**src/rtl/ste_pkg.sv**
```systemverilog
// ----------------------------------------------------------------------------
// ste_pkg
// Shared types and constants for the session table with expiry.
// ----------------------------------------------------------------------------
package ste_pkg;

  localparam int KEY_W     = 64;
  localparam int TIME_W    = 48;
  localparam int TIMEOUT_W = 27;
  localparam int OP_W      = 2;
  localparam int SLOT_W    = 3;
  localparam int APB_AW    = 3;
  localparam int APB_DW    = 32;

  localparam logic [TIMEOUT_W-1:0] TIMEOUT_RESET = TIMEOUT_W'(900000);
  localparam logic [TIME_W-1:0]    TIME_MAX      = '1;

  // request codes
  localparam logic [OP_W-1:0] OP_LOGIN      = 2'd0;
  localparam logic [OP_W-1:0] OP_VALIDATE   = 2'd1;
  localparam logic [OP_W-1:0] OP_LOGOUT     = 2'd2;
  localparam logic [OP_W-1:0] OP_LOGOUT_ALL = 2'd3;

  // register index of the timeout register
  localparam logic [0:0] REG_TIMEOUT = 1'b0;

  // flags from the shared compare unit for one table entry
  typedef struct packed {
    logic key_eq;   // stored key equals request key
    logic expired;  // now is at or past the stored deadline
    logic earlier;  // stored deadline is below the running minimum
  } cmp_res_t;

endpackage

```
**src/rtl/ste_ram.sv**
```systemverilog
// ----------------------------------------------------------------------------
// ste_ram
// Generic single-write, single-read RAM with registered read data.
// ----------------------------------------------------------------------------
module ste_ram #(
  parameter int WIDTH = 8,
  parameter int DEPTH = 8,
  parameter int AW    = 3
) (
  input  logic             clk,
  input  logic             we,
  input  logic [AW-1:0]    waddr,
  input  logic [WIDTH-1:0] wdata,
  input  logic [AW-1:0]    raddr,
  output logic [WIDTH-1:0] rdata
);

  logic [WIDTH-1:0] mem [DEPTH];
  logic [WIDTH-1:0] rdata_r;

  always_ff @(posedge clk) begin
    if (we) begin
      mem[waddr] <= wdata;
    end
    rdata_r <= mem[raddr];
  end

  assign rdata = rdata_r;

endmodule

```
**src/rtl/ste_cmp.sv**
```systemverilog
// ----------------------------------------------------------------------------
// ste_cmp
// Shared compare unit: key match, expiry check and deadline minimum check
// for the one table entry being scanned this cycle.
// ----------------------------------------------------------------------------
module ste_cmp (
  input  logic [ste_pkg::KEY_W-1:0]  ent_key_high,
  input  logic [ste_pkg::KEY_W-1:0]  ent_key_low,
  input  logic [ste_pkg::TIME_W-1:0] ent_deadline,
  input  logic [ste_pkg::KEY_W-1:0]  req_key_high,
  input  logic [ste_pkg::KEY_W-1:0]  req_key_low,
  input  logic [ste_pkg::TIME_W-1:0] req_now,
  input  logic [ste_pkg::TIME_W-1:0] min_deadline,
  output ste_pkg::cmp_res_t          res
);
  import ste_pkg::*;

  always_comb begin
    res.key_eq  = (ent_key_high == req_key_high) && (ent_key_low == req_key_low);
    res.expired = (req_now >= ent_deadline);
    res.earlier = (ent_deadline < min_deadline);
  end

endmodule

```
**src/rtl/session_table_with_expiry.sv**
```systemverilog
// ----------------------------------------------------------------------------
// session_table_with_expiry
// Table of 128-bit session keys with deadlines. Login, validate and logout
// requests are served by one entry scan through a shared compare unit,
// followed by a single write-back; logout-all clears every entry at once.
//
//   channel   direction  handshake             payload
//   in_*      input      in_valid / in_stall   op, key_high, key_low, now_ms
//   out_*     output     out_valid / out_stall found, slot, evicted
//   APB       input      psel / penable        timeout_ms at byte address 0
//
// A request is captured, then scanned with one RAM read per entry, written
// back, and its result loaded into the output register once that is free.
// Logout-all skips the scan and write-back.
// The entry RAM has one read port, which sets the scan length.
// Reset clears every valid bit and loads the default timeout; the RAM needs
// no clearing. A new request is taken while a result still waits on out_stall.
// ----------------------------------------------------------------------------
module session_table_with_expiry #(
  parameter int NUM_ENTRIES = 8
) (
  input  logic                          clk,
  input  logic                          rst_n,
  // request channel
  input  logic                          in_valid,
  output logic                          in_stall,
  input  logic [ste_pkg::OP_W-1:0]      in_op,
  input  logic [ste_pkg::KEY_W-1:0]     in_key_high,
  input  logic [ste_pkg::KEY_W-1:0]     in_key_low,
  input  logic [ste_pkg::TIME_W-1:0]    in_now_ms,
  // result channel
  output logic                          out_valid,
  input  logic                          out_stall,
  output logic                          out_found,
  output logic [ste_pkg::SLOT_W-1:0]    out_slot,
  output logic                          out_evicted,
  // configuration port
  input  logic                          psel,
  input  logic                          penable,
  input  logic                          pwrite,
  input  logic [ste_pkg::APB_AW-1:0]    paddr,
  input  logic [ste_pkg::APB_DW-1:0]    pwdata,
  output logic [ste_pkg::APB_DW-1:0]    prdata,
  output logic                          pready
);
  import ste_pkg::*;

  localparam int IDX_W = (NUM_ENTRIES > 1) ? $clog2(NUM_ENTRIES) : 1;
  localparam int ENT_W = 2 * KEY_W + TIME_W;
  localparam logic [IDX_W-1:0] LAST_IDX = IDX_W'(NUM_ENTRIES - 1);

  localparam logic [1:0] S_IDLE  = 2'd0;
  localparam logic [1:0] S_SCAN  = 2'd1;
  localparam logic [1:0] S_WRITE = 2'd2;
  localparam logic [1:0] S_DONE  = 2'd3;

  // control
  logic [1:0]             state_r, state_nxt;
  logic [NUM_ENTRIES-1:0] valid_r, valid_nxt;
  logic [IDX_W-1:0]       iss_r, iss_nxt;
  logic                   iss_done_r, iss_done_nxt;
  logic                   chk_v_r, chk_v_nxt;
  logic [IDX_W-1:0]       chk_idx_r, chk_idx_nxt;
  logic                   have_r, have_nxt;
  logic                   min_have_r, min_have_nxt;
  logic                   out_valid_r, out_valid_nxt;
  logic [TIMEOUT_W-1:0]   timeout_r;

  // payload
  logic [OP_W-1:0]        op_r, op_nxt;
  logic [KEY_W-1:0]       key_h_r, key_h_nxt;
  logic [KEY_W-1:0]       key_l_r, key_l_nxt;
  logic [TIME_W-1:0]      now_r, now_nxt;
  logic [TIME_W-1:0]      dl_new_r, dl_new_nxt;
  logic [IDX_W-1:0]       pick_r, pick_nxt;
  logic [TIME_W-1:0]      min_dl_r, min_dl_nxt;
  logic [IDX_W-1:0]       min_idx_r, min_idx_nxt;
  logic                   res_found_r, res_found_nxt;
  logic [IDX_W-1:0]       res_idx_r, res_idx_nxt;
  logic                   res_evict_r, res_evict_nxt;
  logic                   out_found_r, out_found_nxt;
  logic [SLOT_W-1:0]      out_slot_r, out_slot_nxt;
  logic                   out_evict_r, out_evict_nxt;

  logic                   in_acc;
  logic                   cfg_wr;
  logic [TIME_W:0]        dl_sum;
  logic [TIME_W-1:0]      dl_sat;
  logic                   ram_we;
  logic [IDX_W-1:0]       ram_waddr;
  logic [ENT_W-1:0]       ram_wdata;
  logic [ENT_W-1:0]       ram_rdata;
  logic [KEY_W-1:0]       ent_key_h;
  logic [KEY_W-1:0]       ent_key_l;
  logic [TIME_W-1:0]      ent_dl;
  cmp_res_t               cmp;
  logic                   purge_op;
  logic                   ent_live;
  logic [IDX_W-1:0]       tgt;
  logic [IDX_W+SLOT_W-1:0] slot_ext;

  assign in_acc = in_valid && !in_stall;
  assign in_stall = (state_r != S_IDLE);

  // configuration
  assign pready = 1'b1;
  assign cfg_wr = psel && penable && pwrite && pready && (paddr[APB_AW-1] == REG_TIMEOUT);
  assign prdata = (paddr[APB_AW-1] == REG_TIMEOUT) ? APB_DW'(timeout_r) : '0;

  // saturating deadline for the request being captured
  assign dl_sum = {1'b0, in_now_ms} + (TIME_W + 1)'(timeout_r);
  assign dl_sat = dl_sum[TIME_W] ? TIME_MAX : dl_sum[TIME_W-1:0];

  assign {ent_key_h, ent_key_l, ent_dl} = ram_rdata;
  assign ram_wdata = {key_h_r, key_l_r, dl_new_r};

  ste_ram #(
    .WIDTH (ENT_W),
    .DEPTH (NUM_ENTRIES),
    .AW    (IDX_W)
  ) u_ram (
    .clk   (clk),
    .we    (ram_we),
    .waddr (ram_waddr),
    .wdata (ram_wdata),
    .raddr (iss_r),
    .rdata (ram_rdata)
  );

  ste_cmp u_cmp (
    .ent_key_high (ent_key_h),
    .ent_key_low  (ent_key_l),
    .ent_deadline (ent_dl),
    .req_key_high (key_h_r),
    .req_key_low  (key_l_r),
    .req_now      (now_r),
    .min_deadline (min_dl_r),
    .res          (cmp)
  );

  assign purge_op = (op_r == OP_LOGIN) || (op_r == OP_VALIDATE);
  assign ent_live = valid_r[chk_idx_r] && !(purge_op && cmp.expired);
  assign tgt      = have_r ? pick_r : min_idx_r;
  assign slot_ext = (IDX_W + SLOT_W)'(res_idx_r);

  always_comb begin
    state_nxt     = state_r;
    valid_nxt     = valid_r;
    iss_nxt       = iss_r;
    iss_done_nxt  = iss_done_r;
    chk_v_nxt     = 1'b0;
    chk_idx_nxt   = iss_r;
    have_nxt      = have_r;
    min_have_nxt  = min_have_r;
    op_nxt        = op_r;
    key_h_nxt     = key_h_r;
    key_l_nxt     = key_l_r;
    now_nxt       = now_r;
    dl_new_nxt    = dl_new_r;
    pick_nxt      = pick_r;
    min_dl_nxt    = min_dl_r;
    min_idx_nxt   = min_idx_r;
    res_found_nxt = res_found_r;
    res_idx_nxt   = res_idx_r;
    res_evict_nxt = res_evict_r;
    out_valid_nxt = out_valid_r && out_stall;
    out_found_nxt = out_found_r;
    out_slot_nxt  = out_slot_r;
    out_evict_nxt = out_evict_r;
    ram_we        = 1'b0;
    ram_waddr     = tgt;

    unique case (state_r)
      S_IDLE: begin
        if (in_acc) begin
          op_nxt       = in_op;
          key_h_nxt    = in_key_high;
          key_l_nxt    = in_key_low;
          now_nxt      = in_now_ms;
          dl_new_nxt   = dl_sat;
          iss_nxt      = '0;
          iss_done_nxt = 1'b0;
          have_nxt     = 1'b0;
          min_have_nxt = 1'b0;
          pick_nxt     = '0;
          min_idx_nxt  = '0;
          if (in_op == OP_LOGOUT_ALL) begin
            valid_nxt     = '0;
            res_found_nxt = 1'b0;
            res_idx_nxt   = '0;
            res_evict_nxt = 1'b0;
            state_nxt     = S_DONE;
          end else begin
            state_nxt = S_SCAN;
          end
        end
      end
      S_SCAN: begin
        // issue one read a cycle
        if (!iss_done_r) begin
          chk_v_nxt = 1'b1;
          if (iss_r == LAST_IDX) begin
            iss_done_nxt = 1'b1;
          end else begin
            iss_nxt = iss_r + 1'b1;
          end
        end
        // check the entry read last cycle
        if (chk_v_r) begin
          if (purge_op && valid_r[chk_idx_r] && cmp.expired) begin
            valid_nxt[chk_idx_r] = 1'b0;
          end
          if (op_r == OP_LOGIN) begin
            if (!ent_live && !have_r) begin
              have_nxt = 1'b1;
              pick_nxt = chk_idx_r;
            end
            if (ent_live && (!min_have_r || cmp.earlier)) begin
              min_have_nxt = 1'b1;
              min_dl_nxt   = ent_dl;
              min_idx_nxt  = chk_idx_r;
            end
          end else if (ent_live && cmp.key_eq && !have_r) begin
            have_nxt = 1'b1;
            pick_nxt = chk_idx_r;
          end
          if (chk_idx_r == LAST_IDX) begin
            state_nxt = S_WRITE;
          end
        end
      end
      S_WRITE: begin
        res_evict_nxt = 1'b0;
        res_found_nxt = have_r;
        res_idx_nxt   = pick_r;
        if (op_r == OP_LOGIN) begin
          ram_we          = 1'b1;
          valid_nxt[tgt]  = 1'b1;
          res_found_nxt   = 1'b1;
          res_idx_nxt     = tgt;
          res_evict_nxt   = !have_r;
        end else if (op_r == OP_VALIDATE) begin
          ram_we = have_r;
        end else if (have_r) begin
          valid_nxt[pick_r] = 1'b0;
        end
        state_nxt = S_DONE;
      end
      S_DONE: begin
        // hold until the output register is free
        if (!out_valid_r || !out_stall) begin
          out_valid_nxt = 1'b1;
          out_found_nxt = res_found_r;
          out_slot_nxt  = slot_ext[SLOT_W-1:0];
          out_evict_nxt = res_evict_r;
          state_nxt     = S_IDLE;
        end
      end
      default: state_nxt = S_IDLE;
    endcase
  end

  always_ff @(posedge clk) begin
    if (!rst_n) begin
      state_r     <= S_IDLE;
      valid_r     <= '0;
      iss_r       <= '0;
      iss_done_r  <= 1'b0;
      chk_v_r     <= 1'b0;
      chk_idx_r   <= '0;
      have_r      <= 1'b0;
      min_have_r  <= 1'b0;
      out_valid_r <= 1'b0;
      timeout_r   <= TIMEOUT_RESET;
    end else begin
      state_r     <= state_nxt;
      valid_r     <= valid_nxt;
      iss_r       <= iss_nxt;
      iss_done_r  <= iss_done_nxt;
      chk_v_r     <= chk_v_nxt;
      chk_idx_r   <= chk_idx_nxt;
      have_r      <= have_nxt;
      min_have_r  <= min_have_nxt;
      out_valid_r <= out_valid_nxt;
      if (cfg_wr) begin
        timeout_r <= pwdata[TIMEOUT_W-1:0];
      end
    end
  end

  always_ff @(posedge clk) begin
    op_r        <= op_nxt;
    key_h_r     <= key_h_nxt;
    key_l_r     <= key_l_nxt;
    now_r       <= now_nxt;
    dl_new_r    <= dl_new_nxt;
    pick_r      <= pick_nxt;
    min_dl_r    <= min_dl_nxt;
    min_idx_r   <= min_idx_nxt;
    res_found_r <= res_found_nxt;
    res_idx_r   <= res_idx_nxt;
    res_evict_r <= res_evict_nxt;
    out_found_r <= out_found_nxt;
    out_slot_r  <= out_slot_nxt;
    out_evict_r <= out_evict_nxt;
  end

  assign out_valid   = out_valid_r;
  assign out_found   = out_found_r;
  assign out_slot    = out_slot_r;
  assign out_evicted = out_evict_r;

  // an eviction always stores the key
  a_evict_found: assert property (@(posedge clk) disable iff (!rst_n)
    out_valid |-> (!out_evicted || out_found))
    else $error("eviction reported without a stored key");

  // no match reports slot zero
  a_miss_slot: assert property (@(posedge clk) disable iff (!rst_n)
    (out_valid && !out_found) |-> (out_slot == '0))
    else $error("miss with nonzero slot");

  // write-back follows a scan
  a_write_after_scan: assert property (@(posedge clk) disable iff (!rst_n)
    (state_r == S_WRITE) |-> ($past(state_r) == S_SCAN))
    else $error("write-back without a scan");

  // logout-all empties the table at once
  a_logout_all: assert property (@(posedge clk) disable iff (!rst_n)
    (in_acc && (in_op == OP_LOGOUT_ALL)) |=> (valid_r == '0))
    else $error("table not empty after logout-all");

  // a login marks its target slot valid
  a_login_valid: assert property (@(posedge clk) disable iff (!rst_n)
    ((state_r == S_WRITE) && (op_r == OP_LOGIN)) |=> valid_r[$past(tgt)])
    else $error("login slot not valid");

endmodule
```
**config.mk**
```make
export PLATFORM = sky130hd
export DESIGN_NAME = session_table_with_expiry
export DESIGN_NICKNAME = d
export VERILOG_FILES = /design/src/rtl/ste_pkg.sv /design/src/rtl/ste_ram.sv /design/src/rtl/ste_cmp.sv /design/src/rtl/session_table_with_expiry.sv
export SDC_FILE = /design/constraint.sdc
export NUM_CORES = 2
export LEC_CHECK = 0
export ABC_AREA = 1
export BUFFER_PORTS_ARGS = -buffer_cell sky130_fd_sc_hd__clkbuf_2
export CORE_MARGIN = 1
export CORE_UTILIZATION = 40
export CTS_BUF_LIST = sky130_fd_sc_hd__clkbuf_8
export DETAILED_ROUTE_END_ITERATION = 8
export HOLD_SLACK_MARGIN = 0.03
export PLACE_DENSITY = 0.59
export SLEW_MARGIN = 40
export SYNTH_ARGS = -nofsm -noshare
export SYNTH_HDL_FRONTEND = slang
export SYNTH_HIERARCHICAL = 1
export SYNTH_SLANG_ARGS = --single-unit
export TNS_END_PERCENT = 50
```
**constraint.sdc**
```tcl
create_clock -name clk -period 8.8 [get_ports clk]
set_input_delay 1.76 -clock clk [delete_from_list [all_inputs] [get_ports clk]]
set_output_delay 1.76 -clock clk [all_outputs]
set_load 0.02 [all_outputs]
```
* Word level (Yosys, flattened, before mapping)
Memory sizes are Yosys's and may differ from the RTL's. A register that Yosys moved wholly into a read port is not among the register bits. Cells that the tools add are included.
Word-level totals: register bits after elaboration 338, memory bits (writable) 1408, output and inout port bits 40, memories 1, input port bits 220
Memory list:
- u_ram.mem | words 8, width 176, read ports 1, clocked after Yosys merged registers in 1, wr ports 1, line ste_ram.sv:18 | logic [WIDTH-1:0] mem [DEPTH];
Cells by class: magnitude comparators 8, mux-type cells 68, reduce and logical (&&, ||, !) cells 44, bitwise operators 6, $add $sub $neg 2, equal/unequal tests 23
Operators with widths (number):
- $eq A64 B64 Y1 | 2
- $mux W8 | 7
- $add A48 B27 Y49 | 1
- $ge A48 B48 Y1 | 1
- $lt A48 B48 Y1 | 1
- $mux W3 | 14
- $mux W27 | 1
- $mux W1 | 26
- $pmux W3 S2 | 4
- $pmux W8 S3 | 1
- $ne A2 B2 Y1 const B | 10
- $logic_and A1 B1 Y1 | 17
- $and A8 B8 Y8 | 2
- $not A8 Y8 | 2
- $lt A3 B4 Y1 const B | 3
- $ne A3 B3 Y1 const B | 4
- $reduce_and A4 Y1 | 3
- $mux W2 | 5
- $pmux W1 S2 | 5
- $reduce_and A5 Y1 | 2
- $demux W1 S3 | 3
- $ge A3 B1 Y1 const B | 3
- $or A8 B8 Y8 | 1
- $pmux W2 S4 | 1
- other kinds (14) | 32

* Depth between registers and ports, before layout
depth after elaboration 11, depth in mapped cells 18, gate-level depth less buffers 18

* Cells and area by module
Netlist, hierarchy kept.
By module, submodules not included:
- ste_ram | area each 64589.4 µm², seq. area each 45803.9 µm², cells an instance 6276, times used 1
- session_table_with_expiry | area each 14629.0 µm², seq. area each 9669.3 µm², cells an instance 1330, times used 1
- ste_cmp | area each 4561.9 µm², seq. area each 0.0 µm², cells an instance 870, times used 1

* Worst setup path after synthesis
No wires, ideal clock.
kind register to register, from register state_r[0], to memory u_ram/mem[1][0] (netlist name) (enable), arrival time 8.664 ns, clock period less this slack 9.380 ns, data required time 8.084 ns, stages on the path, launching flop included 8, slack -0.580 ns, buffers on the path 1, path through dfxtp_1 > inv_1 > ha_1 > clkbuf_1 > inv_1 > a211oi_1 > nand2_1 > nor2_1
On the way: cells in the longest elaborated chain, start to end 4
RTL lines:
- start: declaration | line session_table_with_expiry.sv:58 | logic [1:0] state_r, state_nxt;
- start signal: assignment | line session_table_with_expiry.sv:276 | state_r <= state_nxt;
- $eq A2 B2 Y1 | line session_table_with_expiry.sv:173 | unique case (state_r)
- $mux W1 | line session_table_with_expiry.sv:173
- via ram_we | line session_table_with_expiry.sv:89 | logic ram_we;
- $mux W1 | line ste_ram.sv:22 | if (we) begin
- $mux W1 (implied by the code) | line ste_ram.sv:23 | mem[waddr] <= wdata;
- end: declaration | line ste_ram.sv:18
The timed path passes the listed nets, and every way through them passes these cells.

* Final worst setup path
from register state_r[0], to memory u_ram/mem[7][84] (netlist name) (enable)
The elaborated chain is that of the path after synthesis.

==> metrics list <==
- Timing would allow up to 0.216 GHz.
- The synthesized design spends more area on one cell type than any other, namely edfxtp_1.
- Largest stage delay on the critical path: 660 ps
- VDD sags by at most 253 uV.
- Traced cell by cell, the critical path runs through inv_1, ha_1, inv_1, a211oi_1, nand2_1, nor2_4, buf_12, buf_16, buf_4.
* Starting density of the core: 40.3%
- WL/cell: 16.8 um
- After detailed routing, the number of vias per cell comes to 4.65.
- Number of DRC violations after detailed routing: 0
- GRT Residual Overflow: 0
- For this run, the post-layout net count is 9183.
* Fill cell instance count of the final layout: 19300
- H-tree levels: 5
- Post-route standard cell area excluding fillers: 94700 um2
- For this design the static power due to leakage is 43.3 nW.
- The count of nets left with antenna violations once routing finished came out at 0.
- For this run, the number of Yosys warnings is 6.
* Detailed Place HPWL: 109000 um
- In this run, the combinational gates consume 14.1% of the power.
- Final total power: 22.8 mW
* Top cells by count, synth: nand2_1, inv_1, edfxtp_1, nand3_1, nor2_1
* Worst Path Class, Setup: reg2reg
- Clock transition at the registers of the reported paths: 60 ps
- Counting along the longest clock path gives a buffer depth of 4.
- Worst Tran Pin Value: 926 ps
* Width of the die: 460 um
* Maximum number of pins on one net before global-route repair: 178
* Dominant cell type by count on the critical path: inv_1
* Clock latency reported for the late side of the worst-skew pair: 1040 ps
* Final Cycle Share: 52.6%
- Worst min-delay path category: reg2reg
- Boundary pin count: 260
- The tool flagged a number of max-cap violations equal to 0.
- Yosys attributes the largest share of cell area to edfxtp_1, nand2_1, inv_1.
- Resize count post-CTS: 0
- Buffers inserted during clock tree synthesis total 343.
* Critical-path top delay cell: buf_4
- The share of total power dissipated in sequential elements is 50.8%.
- Number of buffers inserted by port buffering: 246
- First-pass GRT wire length: 308000 um
- The synthesized design contains 1922 register bits.
- Mean post-synth cell area: 9.88 um2
- The hold violation count in the final report was 0.
- The run finished with clean final reports.
- Fraction of post-synthesis cell area in the top cell type by area: 60.9%
- Global routing used 18.9% of the available tracks.
- In this run the post-CTS setup repair buffer count came out at 0.
- Net switching fraction of the power: 28.4%
- The worst setup path is captured at a flop.
* CTS sink cnt: 1922
* Total iterations of the first detailed-routing run: 5
- Buffer cell driving the clock tree root: clkbuf_8
- Power per cell area: 241 nW/um2
- The worst setup path is launched from a flop.
- The number of hold buffers added after CTS was 0.
* Sequential fraction of the synthesis area: 66.2%
- Initial drt markers: 3805
- Once placement finished, the instance area stood at 88000 um2.
- After floorplanning, the core was sized to cover 208000 um2.
* Initial antenna violation count: 8
- After synthesis, the netlist uses 50 different library cells.
- Vias in the first global route: 54300
- Yosys mapped a number of flops with a built-in enable equal to 1698.
- Arrival @ worst endpoint: 5270 ps
- Final-report setup violation count: 0
- The internal portion of the total power is 16.3 mW.
- Total via count in the routed design: 55300
- Measured along the y axis, the die boundary spans 460 um.
* Synth Flop Type: edfxtp_1
* P&R area growth vs syn: 13.0%
- Final clock skew: 85.6 ps
- The worst pin sits at a relative slew slack of 38.0%.
- Total net switching power: 6.49 mW
* Top fanout value on the critical path: 63
- Most frequent cell after synthesis: nand2_1
- The worst path in the final design needs a cycle of 4630 ps, including I/O delays and setup.
- Post-synthesis instance area: 83800 um2
- Utilization after layout: 45.6%
- Final-report max-slew violation count: 0
- The die covers 211000 um2.
- Clock network fraction of design power: 35.1%
- TritonCTS built the clock tree.
* FP Rows: 167
- Setup repair after global routing missed its margin: false
* Number of standard cells after synthesis: 8476
* Wire length reported by the detailed router: 199000 um
- Share of final-layout standard cells stronger than drive strength 1: 9.03%
- Data required time of the critical path: 9440 ps
- Placer's final routability congestion estimate: 0.865
- Counting flops with an async set or reset pin after synthesis yields a share of 0%.
power groups by stage:
stage                     Sequential [mW]  Combinational [mW]  Clock (mW)
after CTS                            11.6                3.23        8.23
after detailed placement             11.8                3.21           0
after global placement               11.8                3.13           0
after floorplan                      11.6                2.33           0
final                                11.6                3.22        8.01
after global routing                 11.7                3.68        8.62
per-stage QoR:
stage / TNS [ps] / hold WS, ps / std cells / setup WS, ps
2_1_floorplan: -704970 / 400 / 8480 / -578
5_1_grt: 0 / 451 / 11900 / 3940
3_3_place_gp: 0 / 431 / 11300 / 4270
4_1_cts: 0 / 440 / 11900 / 4120
6_report: 0 / 432 / 11900 / 4170
3_5_place_dp: 0 / 408 / 11300 / 4160
sequential cells by signal, indices dropped and copies added (netlist names), 3 cells and up:
name	cells
chk_idx_nxt	3
chk_idx_r	3
dl_new_r	48
key_h_r	64
key_l_r	64
min_dl_r	48
min_idx_r	3
now_r	48
out_slot	3
pick_r	3
res_idx_r	3
timeout_r	27
u_ram/mem	1408
u_ram/rdata	176
valid_r	8
routing by layer:
layer  routed length, um  GRT usage (%)  up-vias  share of wire (%)
met1               91800           25.4    26200                 46
met4                6130           7.03        2                3.1
met2               91900           30.6     1292                 46
met3                9610           3.12      413                4.8
met5                  11              0        -             0.0055
li1                    -              -    27400                  -
logic make-up after synthesis:
family,count (synthesis),synth area share [%]
AO/OA/AOI/OAI,218,1.46
XOR/XNOR,83,0.868
adder cells (fa/ha/maj),129,1.94
buffers and inverters,2088,9.77
flip-flops,1922,66.2
other,2,0.00896
AND/OR/NAND/NOR,4034,19.7
cell type report:
cell class              count  area, um2  share of cell area (%)
diodes                      6       15.0                  0.0159
flip-flops and latches   1922      55500                    58.6
multi-input cells        4470      20200                    21.3
inverters                1783       6730                    7.10
repair buffers            314       2190                    2.32
well taps                2788       3490                    3.68
clock inverters           229       1320                    1.40
clock buffers             382       5260                    5.55
worst max-delay path, delay by kind of cell (launching register included):
family	cells	cell delay (ps)
compound gates	1	470
fa+ha+maj	1	540
buf+inv	5	1630
flops	1	340
simple gates	2	1020
final timing paths:
kind / startpoint / slack (ps) / endpoint / cells past startpoint
worst min register to register: res_evict_r / 430 / out_evicted / 0
worst max-delay path: state_r[0] / 4170 / u_ram/mem[7][84] / 9
worst min-delay path: res_evict_r / 430 / out_evicted / 0
worst max register to register: state_r[0] / 4170 / u_ram/mem[7][84] / 9
cells in the final DEF, fill, tap and decap left out, types with 114 or more instances in the layout:
| cell | instances |
|---|---|
| nand2_1 | 2841 |
| a21oi_1 | 114 |
| nand3_1 | 795 |
| ha_1 | 127 |
| inv_1 | 1900 |
| dfxtp_1 | 221 |
| clkbuf_8 | 382 |
| nor2_1 | 278 |
| clkbuf_2 | 246 |
| edfxtp_1 | 1698 |
Power figures use the tool's default switching activity.
